**src/rtl/core/lbr_pkg.sv**
```systemverilog
// Package for the 2D lattice basis reduction block.
// Holds widths, the controller state type and the command/status structs.
package lbr_pkg;

  localparam int unsigned CompWidth = 16;
  localparam int unsigned OutWidth  = CompWidth + 1;
  localparam int unsigned CandWidth = OutWidth + 1;
  localparam int unsigned SqWidth   = 2 * CandWidth;
  localparam int unsigned SumWidth  = SqWidth + 1;

  typedef logic signed [CompWidth-1:0] comp_t;
  typedef logic signed [OutWidth-1:0]  vec_t;
  typedef logic signed [CandWidth-1:0] cand_t;
  typedef logic [SqWidth-1:0]          sq_t;
  typedef logic [SumWidth-1:0]         sum_t;

  // step[1]: sign of the step (0 = minus, 1 = plus); step[0]: target (0 = a, 1 = b)
  typedef logic [1:0] step_t;

  localparam step_t StepLast = 2'b11;

  typedef enum logic [2:0] {
    ST_IDLE,
    ST_CAND,
    ST_SQ,
    ST_SUM,
    ST_CMP,
    ST_OUT
  } lbr_state_e;

  typedef struct packed {
    logic  load;
    logic  cand;
    logic  sq;
    logic  sum;
    logic  cmp;
    logic  store_out;
    step_t step;
  } lbr_cmd_t;

  typedef struct packed {
    logic shorter;
  } lbr_sts_t;

endpackage

```
**src/rtl/core/lbr_if.sv**
```systemverilog
// Handshake interfaces for the lattice reduction block: input and result words.
// Depends on lbr_pkg for field types.
interface lbr_in_if;
  logic          valid;
  logic          ready;
  lbr_pkg::comp_t a_x;
  lbr_pkg::comp_t a_y;
  lbr_pkg::comp_t b_x;
  lbr_pkg::comp_t b_y;

  modport source (output valid, a_x, a_y, b_x, b_y, input ready);
  modport sink   (input valid, a_x, a_y, b_x, b_y, output ready);
endinterface

interface lbr_out_if;
  logic          valid;
  logic          ready;
  lbr_pkg::vec_t red_a_x;
  lbr_pkg::vec_t red_a_y;
  lbr_pkg::vec_t red_b_x;
  lbr_pkg::vec_t red_b_y;

  modport source (output valid, red_a_x, red_a_y, red_b_x, red_b_y, input ready);
  modport sink   (input valid, red_a_x, red_a_y, red_b_x, red_b_y, output ready);
endinterface

```
**src/rtl/core/lbr_dp.sv**
```systemverilog
// Datapath of the lattice reduction block: basis registers, candidate,
// squares, sums, compare and the result register. Depends on lbr_pkg.
module lbr_dp (
  input  logic              clk_i,
  input  lbr_pkg::comp_t    a_x_i,
  input  lbr_pkg::comp_t    a_y_i,
  input  lbr_pkg::comp_t    b_x_i,
  input  lbr_pkg::comp_t    b_y_i,
  input  lbr_pkg::lbr_cmd_t cmd_i,
  output lbr_pkg::lbr_sts_t sts_o,
  output lbr_pkg::vec_t     red_a_x_o,
  output lbr_pkg::vec_t     red_a_y_o,
  output lbr_pkg::vec_t     red_b_x_o,
  output lbr_pkg::vec_t     red_b_y_o
);
  import lbr_pkg::*;

  vec_t  ax_q, ay_q, bx_q, by_q;
  vec_t  tx, ty, ox, oy;
  cand_t cx_q, cy_q;
  sq_t   cx2_q, cy2_q, tx2_q, ty2_q;
  sum_t  csum_q, tsum_q;
  vec_t  ra_x_q, ra_y_q, rb_x_q, rb_y_q;
  logic  shorter;

  // target and other vector for this step
  always_comb begin
    tx = cmd_i.step[0] ? bx_q : ax_q;
    ty = cmd_i.step[0] ? by_q : ay_q;
    ox = cmd_i.step[0] ? ax_q : bx_q;
    oy = cmd_i.step[0] ? ay_q : by_q;
  end

  assign shorter       = csum_q < tsum_q;
  assign sts_o.shorter = shorter;

  always_ff @(posedge clk_i) begin
    if (cmd_i.load) begin
      ax_q <= vec_t'(a_x_i);
      ay_q <= vec_t'(a_y_i);
      bx_q <= vec_t'(b_x_i);
      by_q <= vec_t'(b_y_i);
    end else if (cmd_i.cmp && shorter) begin
      // a shorter vector always fits the output width
      if (cmd_i.step[0]) begin
        bx_q <= vec_t'(cx_q);
        by_q <= vec_t'(cy_q);
      end else begin
        ax_q <= vec_t'(cx_q);
        ay_q <= vec_t'(cy_q);
      end
    end

    if (cmd_i.cand) begin
      if (cmd_i.step[1]) begin
        cx_q <= cand_t'(tx) + cand_t'(ox);
        cy_q <= cand_t'(ty) + cand_t'(oy);
      end else begin
        cx_q <= cand_t'(tx) - cand_t'(ox);
        cy_q <= cand_t'(ty) - cand_t'(oy);
      end
    end

    if (cmd_i.sq) begin
      cx2_q <= sq_t'(cx_q * cx_q);
      cy2_q <= sq_t'(cy_q * cy_q);
      tx2_q <= sq_t'(cand_t'(tx) * cand_t'(tx));
      ty2_q <= sq_t'(cand_t'(ty) * cand_t'(ty));
    end

    if (cmd_i.sum) begin
      csum_q <= sum_t'(cx2_q) + sum_t'(cy2_q);
      tsum_q <= sum_t'(tx2_q) + sum_t'(ty2_q);
    end

    if (cmd_i.store_out) begin
      ra_x_q <= ax_q;
      ra_y_q <= ay_q;
      rb_x_q <= bx_q;
      rb_y_q <= by_q;
    end
  end

  assign red_a_x_o = ra_x_q;
  assign red_a_y_o = ra_y_q;
  assign red_b_x_o = rb_x_q;
  assign red_b_y_o = rb_y_q;

endmodule

```
**src/rtl/core/lbr_ctrl.sv**
```systemverilog
// Controller of the lattice reduction block: step sequencing, pass
// termination and the input/result handshakes. Depends on lbr_pkg.
module lbr_ctrl (
  input  logic              clk_i,
  input  logic              rst_ni,
  input  logic              in_valid_i,
  output logic              in_ready_o,
  output logic              out_valid_o,
  input  logic              out_ready_i,
  output lbr_pkg::lbr_cmd_t cmd_o,
  input  lbr_pkg::lbr_sts_t sts_i
);
  import lbr_pkg::*;

  lbr_state_e state_q, state_d;
  step_t      step_q, step_d;
  logic       moved_q, moved_d;
  logic       out_valid_q, out_valid_d;

  always_ff @(posedge clk_i or negedge rst_ni) begin
    if (!rst_ni) begin
      state_q     <= ST_IDLE;
      step_q      <= '0;
      moved_q     <= 1'b0;
      out_valid_q <= 1'b0;
    end else begin
      state_q     <= state_d;
      step_q      <= step_d;
      moved_q     <= moved_d;
      out_valid_q <= out_valid_d;
    end
  end

  always_comb begin
    state_d    = state_q;
    step_d     = step_q;
    moved_d    = moved_q;
    cmd_o      = '0;
    cmd_o.step = step_q;
    in_ready_o = 1'b0;

    case (state_q)
      ST_IDLE: begin
        in_ready_o = 1'b1;
        if (in_valid_i) begin
          cmd_o.load = 1'b1;
          step_d     = '0;
          moved_d    = 1'b0;
          state_d    = ST_CAND;
        end
      end
      ST_CAND: begin
        cmd_o.cand = 1'b1;
        state_d    = ST_SQ;
      end
      ST_SQ: begin
        cmd_o.sq = 1'b1;
        state_d  = ST_SUM;
      end
      ST_SUM: begin
        cmd_o.sum = 1'b1;
        state_d   = ST_CMP;
      end
      ST_CMP: begin
        cmd_o.cmp = 1'b1;
        step_d    = step_q + step_t'(1);
        state_d   = ST_CAND;
        if (step_q == StepLast) begin
          // pass over: stop once a full pass left the basis alone
          moved_d = 1'b0;
          if (!(moved_q || sts_i.shorter)) begin
            state_d = ST_OUT;
          end
        end else if (sts_i.shorter) begin
          moved_d = 1'b1;
        end
      end
      ST_OUT: begin
        if (!out_valid_q || out_ready_i) begin
          cmd_o.store_out = 1'b1;
          state_d         = ST_IDLE;
        end
      end
      default: begin
        state_d = ST_IDLE;
      end
    endcase
  end

  always_comb begin
    if (cmd_o.store_out) begin
      out_valid_d = 1'b1;
    end else if (out_valid_q && out_ready_i) begin
      out_valid_d = 1'b0;
    end else begin
      out_valid_d = out_valid_q;
    end
  end

  assign out_valid_o = out_valid_q;

endmodule

```
**src/rtl/core/lattice_base_reduce_2d_top.sv**
```systemverilog
// Top level of the 2D lattice basis reduction block.
// Depends on lbr_pkg, lbr_if, lbr_ctrl and lbr_dp.

// Reduces a pair of signed 2D basis vectors (a, b) by unit steps: each pass
// tries a-b, b-a', a+b, b+a' in that order (a' being the a just updated) and
// keeps a candidate only when its squared length is strictly smaller; passes
// repeat until one changes nothing. One input word gives one result word.
// Each of the four candidate updates in a pass runs through the datapath
// steps in order: candidate add, squaring, sum, and compare with write back.
// The pass count depends on the data: one for an already reduced basis, up
// to about 32k (one unit step per pass) for the most skewed ones at the
// field extremes. One item is in work at a time; the input is ready only
// when the sequencer is idle. Results sit in an output register, so a new
// word can be accepted while the previous result still waits to be taken.
module lattice_base_reduce_2d_top (
  input  logic clk_i,
  input  logic rst_ni,
  lbr_in_if.sink    in_i,
  lbr_out_if.source out_o
);
  import lbr_pkg::*;

  lbr_cmd_t cmd;
  lbr_sts_t sts;

  // sequencer: owns the handshakes, step index and pass-changed flag
  lbr_ctrl u_ctrl (
    .clk_i       (clk_i),
    .rst_ni      (rst_ni),
    .in_valid_i  (in_i.valid),
    .in_ready_o  (in_i.ready),
    .out_valid_o (out_o.valid),
    .out_ready_i (out_o.ready),
    .cmd_o       (cmd),
    .sts_i       (sts)
  );

  // basis registers, candidate arithmetic and result register
  lbr_dp u_dp (
    .clk_i     (clk_i),
    .a_x_i     (in_i.a_x),
    .a_y_i     (in_i.a_y),
    .b_x_i     (in_i.b_x),
    .b_y_i     (in_i.b_y),
    .cmd_i     (cmd),
    .sts_o     (sts),
    .red_a_x_o (out_o.red_a_x),
    .red_a_y_o (out_o.red_a_y),
    .red_b_x_o (out_o.red_b_x),
    .red_b_y_o (out_o.red_b_y)
  );

endmodule

```
**src/flat_wrapper.sv**
```systemverilog
// flat-port wrapper written by rule: the top's interface ports become plain ports
module lattice_base_reduce_2d_top_flat import lbr_pkg::*;
  (clk_i, rst_ni, in_i_valid, in_i_a_x, in_i_a_y, in_i_b_x, in_i_b_y, in_i_ready, out_o_valid, out_o_red_a_x, out_o_red_a_y, out_o_red_b_x, out_o_red_b_y, out_o_ready);
  lbr_in_if in_i_i ();
  lbr_out_if out_o_i ();
  input  logic clk_i;
  input  logic rst_ni;
  input wire logic [$bits(in_i_i.valid)-1:0] in_i_valid;
  input wire logic [$bits(in_i_i.a_x)-1:0] in_i_a_x;
  input wire logic [$bits(in_i_i.a_y)-1:0] in_i_a_y;
  input wire logic [$bits(in_i_i.b_x)-1:0] in_i_b_x;
  input wire logic [$bits(in_i_i.b_y)-1:0] in_i_b_y;
  output wire logic [$bits(in_i_i.ready)-1:0] in_i_ready;
  output wire logic [$bits(out_o_i.valid)-1:0] out_o_valid;
  output wire logic [$bits(out_o_i.red_a_x)-1:0] out_o_red_a_x;
  output wire logic [$bits(out_o_i.red_a_y)-1:0] out_o_red_a_y;
  output wire logic [$bits(out_o_i.red_b_x)-1:0] out_o_red_b_x;
  output wire logic [$bits(out_o_i.red_b_y)-1:0] out_o_red_b_y;
  input wire logic [$bits(out_o_i.ready)-1:0] out_o_ready;
  assign in_i_i.valid = in_i_valid;
  assign in_i_i.a_x = in_i_a_x;
  assign in_i_i.a_y = in_i_a_y;
  assign in_i_i.b_x = in_i_b_x;
  assign in_i_i.b_y = in_i_b_y;
  assign in_i_ready = in_i_i.ready;
  assign out_o_valid = out_o_i.valid;
  assign out_o_red_a_x = out_o_i.red_a_x;
  assign out_o_red_a_y = out_o_i.red_a_y;
  assign out_o_red_b_x = out_o_i.red_b_x;
  assign out_o_red_b_y = out_o_i.red_b_y;
  assign out_o_i.ready = out_o_ready;
  lattice_base_reduce_2d_top u_core (.clk_i(clk_i), .rst_ni(rst_ni), .in_i(in_i_i), .out_o(out_o_i));
endmodule
```
**config.mk**
```make
export PLATFORM = sky130hd
export DESIGN_NAME = lattice_base_reduce_2d_top_flat
export DESIGN_NICKNAME = d
export VERILOG_FILES = /design/src/rtl/core/lbr_pkg.sv /design/src/rtl/core/lbr_if.sv /design/src/rtl/core/lbr_dp.sv /design/src/rtl/core/lbr_ctrl.sv /design/src/rtl/core/lattice_base_reduce_2d_top.sv /design/src/flat_wrapper.sv
export SDC_FILE = /design/constraint.sdc
export NUM_CORES = 2
export LEC_CHECK = 0
export BUFFER_PORTS_ARGS = -buffer_cell sky130_fd_sc_hd__buf_4
export CAP_MARGIN = 20
export CORE_UTILIZATION = 49
export CTS_BUF_LIST = sky130_fd_sc_hd__clkbuf_16
export DETAILED_ROUTE_END_ITERATION = 16
export PLACE_DENSITY_LB_ADDON = 0.08
export SYNTH_ARGS = -nofsm -noshare
export SYNTH_HDL_FRONTEND = slang
export SYNTH_SLANG_ARGS = --single-unit
export TNS_END_PERCENT = 1
```
**constraint.sdc**
```tcl
create_clock -name clk_i -period 16.4 [get_ports clk_i]
set_clock_uncertainty 0.1 [all_clocks]
set_input_delay 1.64 -clock clk_i [delete_from_list [all_inputs] [get_ports clk_i]]
set_output_delay 1.64 -clock clk_i [all_outputs]
set_load 0.05 [all_outputs]
```
==> After elaboration in Yosys (flattened, before gate mapping) <==
Cells that the tools add are included.
{ "op_classes": {"n_eq_ne": 10, "addsub": 7, "n_mux": 40, "order_cmp": 1, "n_reduce_logical": 15, "multipliers": 4} }
{ "op_table": {"columns": ["cell", "count"], "rows": [
  ["17-bit two-way mux", 16],
  ["36-bit by 36-bit adder with 37-bit output", 2],
  ["18-bit by 18-bit multiplier with 36-bit output", 2],
  ["17-bit by 17-bit multiplier with 34-bit output", 2],
  ["37-bit less-than comparator", 1],
  ["17-bit by 17-bit adder with 18-bit output", 2],
  ["18-bit two-way mux", 2],
  ["17-bit by 17-bit subtractor with 18-bit output", 2],
  ["3-bit case mux with 6 select lines", 1],
  ["1-bit two-way mux", 14],
  ["3-bit two-way mux", 4],
  ["2-bit AND reduction", 4],
  ["2-bit nonzero test", 4],
  ["3-bit by 2-bit == test with 1-bit output (second input constant)", 2],
  ["3-bit == test (second input constant)", 2],
  ["2-bit != test (second input constant)", 2],
  ["2-bit case mux with 2 select lines", 1],
  ["3-bit by 1-bit == test with 1-bit output (second input constant)", 1],
  ["3-bit zero test", 1],
  ["3-bit != test (second input constant)", 1],
  ["3-bit AND reduction", 1],
  ["2-bit by 1-bit adder with 2-bit output (second input constant)", 1],
  ["2-bit == test (second input constant)", 1],
  ["1-bit logical AND", 2],
  ["5 further kinds", 6]
]} }
{ "totals": {"register_bits": 397, "out_inout_bits": 70, "elab_cells": 97} }

==> Logic depth before layout (Yosys ltp) <==
{ "logic_depth": {"word_depth": 5, "ltp_mapped": 31, "mapped_depth_nobuf": 26} }

==> Cells and area by module <==
A second synthesis with hierarchy kept.
{ "hier_totals": {"hier_cells": 5933, "area_unflattened_um2": 59793.6} }
{ "by_module_without_submodules": {"columns": ["module", "seq_area_each_um2", "cells_per_inst", "area_per_inst_um2", "instances"], "rows": [
  ["lbr_dp", 11471.0, 5895, 59373.2, 1],
  ["lbr_ctrl", 175.2, 38, 420.4, 1]
]} }

==> Least setup slack after synthesis <==
No wires, ideal clock.
{ "synth_path": {"path_kind": "register to register", "from": "reg u_core.u_ctrl.state_q[0]", "to": "reg u_core.u_ctrl.state_q[1]", "arrival_time_ns": 11.319, "n_path_buf": 1, "setup_ns": 0.124, "period_less_slack_ns": 11.543, "slack_ns": 4.857, "t_required_ns": 16.176, "path_stages_with_launch": 4, "path_cell_list": "dfrtp_1 > clkbuf_1 > nor3b_1 > or2_2"} }
{ "synth_between": {"elab_chain_len": 3} }
{ "synth_rtl": {"columns": ["item", "line_no", "source"], "rows": [
  ["start: declaration", "lbr_ctrl.sv:15", "lbr_state_e state_q, state_d;"],
  ["start signal: assignment", "lbr_ctrl.sv:27", "state_q <= state_d;"],
  ["3-bit == test / 3-bit zero test (equally long branches)", "lbr_ctrl.sv:42", "case (state_q)"],
  ["2-bit != test (no source line)", null, null],
  ["2-bit AND reduction (no source line)", null, null]
]} }
Several ways; a longest one is shown, not always the timed one.
A chain may end at the register's enable or synchronous reset.

==> Final worst setup path <==
{ "layout_path": {"from": "reg u_core.u_ctrl.step_q[0]", "to": "reg u_core.u_dp.tx2_q[32], data pin"} }
{ "layout_between": {"elab_chain_len": 2} }
{ "layout_rtl": {"columns": ["item", "line_no", "source"], "rows": [
  ["start: declaration", "lbr_ctrl.sv:16", "step_t step_q, step_d;"],
  ["start signal: assignment", "lbr_ctrl.sv:28", "step_q <= step_d;"],
  ["17-bit two-way mux", "lbr_dp.sv:28", "tx = cmd_i.step[0] ? bx_q : ax_q;"],
  ["17-bit by 17-bit multiplier with 34-bit output", "lbr_dp.sv:67", "tx2_q <= sq_t'(cand_t'(tx) * cand_t'(tx));"],
  ["end signal: assignment", "lbr_dp.sv:67", null],
  ["end: declaration", "lbr_dp.sv:21", "sq_t cx2_q, cy2_q, tx2_q, ty2_q;"]
]} }
No other way between the ends.

==> summary.txt <==
Clock tree
  – Clock Path Buffers: 3
  – Hold_buf cts: 0
  – Post-CTS setup buffers: 0
  – H-Tree Depth: 2
  – TritonCTS Buffers: 46
  – CTS tree: built
  – Worst-path clk slew: 0.06 ns
  – Post_cts resized: 0
  – Root Driver: clkbuf_16
  – Clk_lat worst skew: 0.62 ns
  – Sinks on Clock Net: 389

Synthesis
  – Synthesized instance count: 6018
  – Top_reg_cell synth: edfxtp_1
  – Avg Inst Size Synth: 10.0 µm²
  – Top cell type's share of synthesized area: 0.375
  – FF+latch count, synth: 389
  – Syn. warnings: 0
  – Async set-reset flop share out of synthesis: 0.0180
  – Post-synth EDFFs: 382
  – Net count after synthesis: 7740
  – Synth area leader: fa_1
  – Register area share after synthesis: 0.193
  – Synthesized area: 60400 µm²
  – Largest cells by area after synthesis: fa_1 38%, edfxtp_1 19%, ha_1 11%
  – Synth cell types: 90

Global routing
  – Largest net degree at the start of global routing: 75
  – Total global-route track usage: 0.243
  – Vias in the first global route: 43700
  – Initial antenna violation count: 5
  – First-pass GRT wire length: 235000 µm
  – Gr ovfl total: 0

Final layout
  – # diodes: 0
  – Final instance count without filler cells: 7795
  – FILL cells: 11400
  – Area Overhead vs Synth: 7.61%
  – Fraction of layout cells with a size suffix above 1: 0.0567
  – Post-layout nets: 7856

STA
  – Fin Setup TNS: 0 ns
  – Worst-Margin Slew: 1.12 ns
  – Setup WS post-layout: 7.22 ns
  – Final Cycle Share: 0.559
  – Max Fclk: 109 MHz
  – Crit path time final: 9.18 ns
  – RSZ-0062 raised after global routing: false
  – Setup violations, final: 0
  – Final hold violations: 0
  – Max_slew headroom: 0.254
  – Final max-slew violation count: 0

Placed design
  – Dpl hpwl: 119000 µm
  – Placed instance count: 7710
  – GP Congestion: 0.886
  – IO buf count: 137
  – Pre-CTS WS: 7.34 ns

Routing
  – Final WL: 145000 µm
  – Vias: 40500
  – Post-route ant nets: 0
  – DR vias/cell: 5.19
  – Routed WL per cell: 18.6 µm
  – Number of DRC markers in iteration 0: 2221
  – Drt first pass iters: 6
  – Drt drc: 0

Setup path
  – Start of the worst register-to-register path: u_core.u_ctrl.step_q[0]
  – Critical path data arrival time: 9.44 ns
  – WP data required: 16.66 ns
  – Slowest CP cell: dfrtp_4
  – Slowest stage delay, CP: 0.87 ns
  – CP endpoint kind: register
  – Worst setup path class: register to register
  – Startpoint types: register
  – CP max FO: 53
  – Critical Path Start: u_core.u_ctrl.step_q[0]
  – R2R Setup Slk: 7.22 ns

Die
  – DIE AREA: 125000 µm²
  – Die W: 353 µm
  – Initial Utilization: 0.495
  – Core area: 122000 µm²
  – Io pins: 138
  – Die Y: 353 µm
  – Site row count: 128

Job
  – Max_cap viols: 0

Outcome
  – Status: completed

Worst hold path
  – Hold Crit Start: u_core.u_ctrl.moved_q
  – Worst hold-check path type: register to register
==> flip-flops by register name, indices dropped and copies added (netlist names) <==
signal,count
u_core.u_dp.by_q,17
u_core.u_dp.cy_q,18
u_core.u_dp.cx2_q,35
u_core.u_dp.red_a_y_o,17
u_core.u_dp.cy2_q,35
u_core.u_ctrl.moved_q,1
u_core.u_dp.csum_q,37
u_core.u_dp.ay_q,17
u_core.u_dp.bx_q,17
u_core.u_dp.ty2_q,33
u_core.u_dp.cx_q,18
u_core.u_dp.red_b_y_o,17
u_core.u_dp.red_a_x_o,17
u_core.u_dp.ax_q,17
u_core.u_dp.red_b_x_o,17
u_core.u_dp.tx2_q,33
u_core.u_ctrl.out_valid_o,1
u_core.u_ctrl.step_q,2
u_core.u_ctrl.state_q,3
u_core.u_dp.tsum_q,37
==> cell families after synthesis <==
group / Yosys count / synth area share
muxes: 68 / 0.0118
buffers and inverters: 1705 / 0.107
DFF: 389 / 0.193
xor gates and xnor gates: 278 / 0.0403
AOI/OAI and AO/OA: 590 / 0.0654
adders and majority gates: 1654 / 0.484
and+or+nand+nor: 1334 / 0.0989
==> cells in the final DEF, fill, tap and decap left out, types with 59 or more instances in the layout <==
master | synthesis | final
o21ai_0 | 70 | 70
fa_1 | 1132 | 1132
inv_1 | 1550 | 1558
xnor2_1 | 219 | 219
a21o_1 | 95 | 93
nand2_1 | 578 | 577
edfxtp_1 | 382 | 382
a21oi_1 | 176 | 176
buf_4 | 0 | 204
nor3_1 | 62 | 62
and2_1 | 126 | 125
xor2_1 | 59 | 59
nor2_1 | 357 | 357
ha_1 | 522 | 522
==> worst max-delay path, delay by kind of cell (launching register included) <==
family                     cells  cell delay, ns
and+or+nand+nor                1            0.24
muxes                          1            0.73
DFF                            1            0.87
xor gates and xnor gates       1            0.08
AOI/OAI and AO/OA              8            1.98
buffers and inverters          7            1.51
adders and majority gates      7            3.32
==> synthesized netlist by cell type, drive strengths merged (24+ instances only) <==
library cell,n
a211oi,24
a21o,95
a21oi,181
and2,127
and3,30
buf,29
clkbuf,108
edfxtp,382
fa,1132
ha,522
inv,1560
mux2i,63
nand2,579
nand2b,44
nand3,30
nor2,357
nor2b,38
nor3,63
o21a,33
o21ai,92
xnor2,219
xor2,59
==> layout make-up <==
type                       count  area, µm²  share of cell area
timing repair buffer         205       1540              0.0237
tap                         1625       2030              0.0313
inverter                    1568       5890              0.0906
sequential                   389      11700               0.179
multi-input combinational   3924      42300               0.651
clock buffer                  46       1150              0.0177
clock inverter                38        395             0.00609
==> final timing paths <==
kind / end / cells after the start
hold reg to reg: u_core.u_ctrl.state_q[2] / 1
max in group asynchronous: u_core.u_ctrl.step_q[0] / 1
hold / removal: u_core.u_ctrl.state_q[2] / 1
min in group asynchronous: u_core.u_ctrl.state_q[1] / 1
setup reg to reg: u_core.u_dp.tx2_q[32] / 25
setup / recovery: u_core.u_dp.tx2_q[32] / 25
==> stage by stage <==
step / cell area, µm² / hold slack [ns] / util
6_report: 64900 / 0.368 / 0.532
5_1_grt: 64900 / 0.387 / 0.532
3_5_place_dp: 63400 / 0.346 / 0.519
4_1_cts: 64900 / 0.369 / 0.532
3_3_place_gp: 63400 / 0.353 / 0.519
2_1_floorplan: 60400 / 0.321 / -
==> layer usage <==
layer	up-vias	global-route usage	routed length, µm
met2	823	0.415	71800
met1	20700	0.329	62000
li1	18800	-	-
met4	4	0.0618	3690
met5	-	0	22
met3	193	0.0306	7410
Power is not shown: default switching activity piles up to over one toggle a cycle in this logic, so the estimate is an artifact.
